===== src/design/lhbp_pkg.sv =====
package lhbp_pkg;

	// request codes on req_type
	typedef enum logic {
		REQ_LOOKUP = 1'b0,
		REQ_UPDATE = 1'b1
	} lhbp_req_t;

	localparam int unsigned ADDR_W = 64;
	localparam int unsigned SHIFT_W = 2;
	localparam logic [SHIFT_W-1:0] INST_SHIFT_RST = 2'd2;

	// request queue between front and back
	localparam int unsigned Q_DEPTH = 2;
	localparam int unsigned QPTR_W = 1;
	localparam int unsigned QCNT_W = 2;

	// classified request, as it waits in the queue
	typedef struct packed {
		logic is_update;
		logic taken;
	} lhbp_op_t;

	// queue head as the back end sees it
	typedef struct packed {
		logic     valid;
		lhbp_op_t op;
	} lhbp_head_t;

	// back end status toward the front end
	typedef struct packed {
		logic pop;
		logic init_done;
	} lhbp_stat_t;

endpackage


===== src/design/lhbp_front.sv =====
module lhbp_front #(
	parameter int unsigned LOCAL_ENTRIES = 1024
) (
	input  logic                                clk,
	input  logic                                arst_n,
	input  logic                                in_valid,
	output logic                                in_ready,
	input  logic                                req_type,
	input  logic [lhbp_pkg::ADDR_W-1:0]         pc,
	input  logic                                taken,
	input  logic [lhbp_pkg::SHIFT_W-1:0]        inst_shift,
	input  lhbp_pkg::lhbp_stat_t                stat,
	output lhbp_pkg::lhbp_head_t                head,
	output logic [$clog2(LOCAL_ENTRIES)-1:0]    head_slot
);

	import lhbp_pkg::*;

	localparam int unsigned SLOT_W = $clog2(LOCAL_ENTRIES);
	localparam logic [SLOT_W-1:0] SLOT_MASK = SLOT_W'(LOCAL_ENTRIES - 1);

	logic [ADDR_W-1:0] shifted;
	logic [SLOT_W-1:0] slot;
	lhbp_op_t          op;
	logic              push;

	logic [QPTR_W-1:0] wr_ptr_q;
	logic [QPTR_W-1:0] rd_ptr_q;
	logic [QCNT_W-1:0] count_q;
	lhbp_op_t          op_q   [Q_DEPTH];
	logic [SLOT_W-1:0] slot_q [Q_DEPTH];

	// history table slot and classified request
	always_comb begin
		shifted = pc >> inst_shift;
		slot = shifted[SLOT_W-1:0] & SLOT_MASK;
		op.is_update = (req_type == REQ_UPDATE);
		op.taken = taken;
	end

	assign in_ready = stat.init_done && (count_q != QCNT_W'(Q_DEPTH));
	assign push = in_valid && in_ready;

	always_ff @(posedge clk or negedge arst_n) begin
		if (!arst_n) begin
			wr_ptr_q <= '0;
			rd_ptr_q <= '0;
			count_q <= '0;
		end else begin
			if (push) begin
				wr_ptr_q <= wr_ptr_q + QPTR_W'(1);
			end
			if (stat.pop) begin
				rd_ptr_q <= rd_ptr_q + QPTR_W'(1);
			end
			if (push && !stat.pop) begin
				count_q <= count_q + QCNT_W'(1);
			end else if (!push && stat.pop) begin
				count_q <= count_q - QCNT_W'(1);
			end
		end
	end

	always_ff @(posedge clk) begin
		if (push) begin
			op_q[wr_ptr_q] <= op;
			slot_q[wr_ptr_q] <= slot;
		end
	end

	always_comb begin
		head.valid = (count_q != '0);
		head.op = op_q[rd_ptr_q];
		head_slot = slot_q[rd_ptr_q];
	end

endmodule


===== config.mk =====
export PLATFORM = sky130hd
export DESIGN_NAME = lhbp_front
export DESIGN_NICKNAME = d
export VERILOG_FILES = /design/src/design/lhbp_pkg.sv /design/src/design/lhbp_front.sv
export SDC_FILE = /design/constraint.sdc
export NUM_CORES = 1
export LEC_CHECK = 0
export BUFFER_PORTS_ARGS = -buffer_cell sky130_fd_sc_hd__buf_2
export CAP_MARGIN = 20
export CORE_ASPECT_RATIO = 0.5
export CORE_MARGIN = 5
export CORE_UTILIZATION = 40
export DETAILED_ROUTE_END_ITERATION = 12
export PLACE_DENSITY = 0.77
export REMOVE_ABC_BUFFERS = 1
export SLEW_MARGIN = 20
export SYNTH_ARGS = -nofsm -noshare
export SYNTH_HDL_FRONTEND = slang
export SYNTH_SLANG_ARGS = --single-unit

===== constraint.sdc =====
create_clock -name clk -period 3.7 [get_ports clk]
set_clock_uncertainty 0.15 [all_clocks]
set_input_delay 1.11 -clock clk [delete_from_list [all_inputs] [get_ports clk]]
set_output_delay 1.11 -clock clk [all_outputs]
set_load 0.01 [all_outputs]

# Word-level counts from Yosys, hierarchy flattened
# Memories as Yosys holds them, arrays and structs flattened.
# Cells that the tools add are included.
# word_totals
regBits	4
latch_bits	0
ramBits	24
rom_bits	0
inputBits	73
output_inout_bits	14
mem_count	2
# classes
add_sub_neg	4
n_mul	0
n_div	0
order_cmp	0
eq_ne	1
shift	1
muxes	4
n_bitwise	0
reduce_logical	8
# mem_list
name	depth	word_bits	read_ports	rd_ports_with_merged_regs	write_ports	line_no	rtl
slot_q	2	10	1	0	1	lhbp_front.sv:31	logic [SLOT_W-1:0] slot_q [Q_DEPTH];
op_q	2	2	1	0	1	lhbp_front.sv:30	lhbp_op_t op_q [Q_DEPTH];
# op_table
op	count
$shr 64x2->10	1
$logic_and 1x1->1	4
$mux 2	2
$reduce_bool 2->1	2
$add 1x1->1 const B	2
$add 2x1->2 const B	1
$logic_not 1->1	2
$mux 1	2
$ne 2x2->1 const B	1
$sub 2x1->2 const B	1

# Depth between registers and ports, before layout
# depth
ltp_word	7
ltp_mapped	6
mapped_depth_nobuf	6

# Worst setup path after synthesis
# Ideal clock, no wire load.
# synth_timing
path_kind	input to output
startpoint	in stat[0] in the netlist's numbering
endpoint	out in_ready
arrival_ns	1.256
required_ns	2.440
path_slack_ns	1.184
cell_stages	1
cell_sequence	and2_1
# synth_between
elab_chain_cells	1
# synth_lines
element	line_no	rtl
start, declared	lhbp_front.sv:12	input lhbp_pkg::lhbp_stat_t stat,
$logic_and 1x1->1	lhbp_front.sv:41	assign in_ready = stat.init_done && (count_q != QCNT_W'(Q_DEPTH));
end, declared	lhbp_front.sv:7	output logic in_ready,
# No other way between the ends.

# Final worst setup path
# layout_timing
startpoint	reg rd_ptr_q
endpoint	out head_slot[4]
# layout_between
elab_chain_cells	1
# layout_lines
element	line_no	rtl
start, declared	lhbp_front.sv:28	logic [QPTR_W-1:0] rd_ptr_q;
start signal, assigned	lhbp_front.sv:54	rd_ptr_q <= rd_ptr_q + QPTR_W'(1);
$mem_v2 2x10	--	
end, declared	lhbp_front.sv:14	output logic [$clog2(LOCAL_ENTRIES)-1:0] head_slot
# No other way between the ends.

==> impl_summary.md <==
Die
The floorplan step set the die height to 50.5 um. In this run the core area contains 14 standard-cell rows. The horizontal die dimension is 91.1 um. 87 I/O pins were placed. The starting density of the core is 42.6%. The floorplan step defined a die boundary enclosing 0.00460 mm2. The core outline area is 0.00308 mm2.

Clock network
The clock tree buffer depth is 2. For this design, the sink count on the clock tree is 28. The clock root buffer is sky130_fd_sc_hd__clkbuf_8.

In this run, post-CTS repair resized a total of 0 instances. The CTS tree is built. The post-CTS setup-driven buffer insertion count is 0. After clock tree synthesis, the clock-pin slew on the worst setup and hold paths is 0.09 ns.

The later pin in the worst-skew pair is clocked with a latency of 0.27 ns. The number of buffers created by CTS is 3. The number of hold-repair buffers added at the cts stage is 0.

In this run the number of H-tree levels came out at 1.

Synth
The mapped netlist covers 0.00131 mm2. The mean post-synth cell area is 19.6 um2. Synthesis produced a netlist whose cell count is 67. The number of flip-flops and latches in the synthesized netlist is 28. The register area share after synthesis is 62.5%. The count of warnings emitted by yosys is 0. The number of distinct library cells after synthesis is 16.

Routing
For this run, design rule violations remaining after detail routing come to 0. The detailed-route wire length is 2.07 mm. The number of violations reported at the end of detailed-routing iteration 0 is 18. The via-per-instance ratio is 4.93.

The remaining number of nets flagged by the antenna check after routing is 0. Before antenna repair, the detailed router went through 3 iterations. The detail-routed net length per standard cell is 14.3 um. The number of vias in the routed layout is 710.

Min path
The class of the tightest hold or removal check is flop to flop.

Critical path
The data required time of the worst path is 2.44 ns. Data on the critical path arrives at its endpoint at 1.49 ns. Traced cell by cell, the critical path runs through mux2_2 > buf_2. The critical path class is flop to output pin. On the critical path, the stage with the largest delay is an instance of sky130_fd_sc_hd__dfrtp_1.

The largest fanout on the critical path is 13. Together, buffers and inverters on the worst path number 1. On the critical path the largest part of the delay comes from flip-flops. The kind of capture point of the worst setup path is an output pin. The worst setup path is launched from a flop. On the worst path, the slowest cell contributes a delay of 0.68 ns.

Placement
At the end of routability-driven placement, the weighted congestion stood at 0.710. The final HPWL from detailed placement is 1.61 mm. The total cell area at the placement stage is 0.00152 mm2. The number of port buffers is 35.

STA
The number of hold violations in the final report is 0. The sum of negative setup slack is 0 ns. The slew of the pin with the lowest slew margin is 0.543 ns. The max-slew violation count came to 0.

In this run the tightest slew margin relative to its limit is 63.8%. The maximum clock frequency is 364 MHz. The clock period could shrink to 2.75 ns. The count of endpoints failing setup in the final report is 0. Setup repair after global routing left no endpoint under its margin. The portion of the clock cycle consumed by the worst path in the final layout is 74.2%.

GRT
The aggregate global routing overflow is 0. The via count of the first global-routing pass is 771. The initial antenna violation count is 0. The wire length of the first global-routing pass is 3.67 mm.

The maximum number of pins on one net before global-route repair is 16. In the global route stage, overall resource usage came out at 9.91%.

Status
The run finished with clean final reports.

Finish
After routing the design area is 0.00156 mm2. Relative to the synthesized area, the layout overhead comes to 18.9%. The post-route netlist has 60.6% of its cells at a drive strength greater than 1. The number of inserted filler cells in the final layout is 259.

The repair_antennas step left the layout with diodes totalling 0. The total number of nets in the final design is 179.

Flow run
Max-cap violations in this run came to 0.

Power and ir drop
The total power per unit cell area is 562 mW/mm2. The worst vdd rail ir drop is 0.000186 V. In this run the static leakage power is 0.000597 uW.
[worst paths after layout]
check,start,to,slack [ns],cells after the start
worst min register to register,wr_ptr_q,wr_ptr_q,0.35,1
worst max-delay path,rd_ptr_q,head_slot[4],0.95,2
max in group asynchronous,arst_n,rd_ptr_q,2.81,1
min in group asynchronous,arst_n,count_q[0],0.48,1
worst min-delay path,wr_ptr_q,wr_ptr_q,0.35,1
worst max register to register,count_q[0],slot_q[1][2],1.95,3
[Yosys cell counts (all sizes together)]
| cell type | count | share of area (%) |
|---|---|---|
| nor2 | 1 | 0.29 |
| ha | 1 | 0.95 |
| and3 | 1 | 0.57 |
| inv | 1 | 0.29 |
| and2 | 2 | 0.95 |
| nand2b | 1 | 0.48 |
| xor2 | 4 | 2.7 |
| mux2 | 12 | 10 |
| edfxtp | 24 | 55 |
| dfrtp | 4 | 7.6 |
| mux4 | 10 | 17 |
| buf | 3 | 2.3 |
| nor2b | 1 | 0.48 |
| xnor2 | 1 | 0.67 |
| or2 | 1 | 0.48 |
[sequential cells by signal (all words and copies together) (netlist names)]
name and count:
count_q 2, op_q 4, rd_ptr_q 1, slot_q 20, wr_ptr_q 1
[through the flow]
step	std cells	setup slack (ns)	power (uW)	hold WS (ns)	util, %
after floorplan	64	1.18	626	0.305	-
after global placement	140	0.986	728	0.319	49.2
after detailed placement	140	0.960	733	0.328	49.2
after CTS	144	0.907	892	0.341	50.6
after global routing	144	0.843	940	0.388	50.6
final	144	0.953	878	0.348	50.6
[worst register-to-register path, stage by stage (launching register included)]
cell and delay, ns:
sky130_fd_sc_hd__dfrtp_1 0.41, sky130_fd_sc_hd__nand2b_1 0.13, sky130_fd_sc_hd__and3_2 0.22, sky130_fd_sc_hd__and2_1 0.48
[final cells by class]
type / count / area (um2) / area share [%]
Sequential cell: 28 / 821 / 52.6
Multi-Input combinational cell: 35 / 459 / 29.4
Clock inverter: 1 / 3.75 / 0.240
Timing Repair Buffer: 36 / 183 / 11.7
Tap cell: 40 / 50.0 / 3.21
Inverter: 1 / 3.75 / 0.240
Clock buffer: 3 / 41.3 / 2.64
[where the power goes]
group	leakage [uW]	internal, uW	total (uW)	switching [uW]
Combinational	0.000308	148	262	114
Sequential	0.000266	407	457	49.3
Clock	0.0000231	74.3	159	84.8
Total	0.000597	629	878	248
[cells in the final DEF, fill, tap and decap left out]
master                      n
sky130_fd_sc_hd__buf_2     35
sky130_fd_sc_hd__edfxtp_1  24
sky130_fd_sc_hd__mux2_2    12
sky130_fd_sc_hd__mux4_2    10
sky130_fd_sc_hd__xor2_1     4
sky130_fd_sc_hd__dfrtp_1    4
sky130_fd_sc_hd__clkbuf_8   3
sky130_fd_sc_hd__and2_1     2
sky130_fd_sc_hd__nand2b_1   1
sky130_fd_sc_hd__and3_2     1
sky130_fd_sc_hd__nor2b_1    1
sky130_fd_sc_hd__or2_2      1
sky130_fd_sc_hd__inv_1      1
sky130_fd_sc_hd__xnor2_1    1
sky130_fd_sc_hd__nor2_1     1
sky130_fd_sc_hd__ha_1       1
sky130_fd_sc_hd__clkinv_1   1
sky130_fd_sc_hd__buf_4      1
[cells by family (layout without fill, tap and decap cells)]
kind of cell	count (synthesis)	after routing	synth area share, %
buf+inv	4	41	2.57
fa+ha+maj	1	1	0.952
mux	22	22	27.4
flops	28	28	62.5
xor+xnor	5	5	3.33
simple gates	7	7	3.24
[metal layers]
metal  vias to the layer above  global-route usage [%]  part of all wire [%]
li1                        339                       -                     -
met1                       347                    13.2                    43
met2                        19                    16.1                    52
met3                         5                    2.69                   4.4
met4                         0                    2.93                  0.82
met5                         -                       0                     0
(Power assumes the default switching activity.)
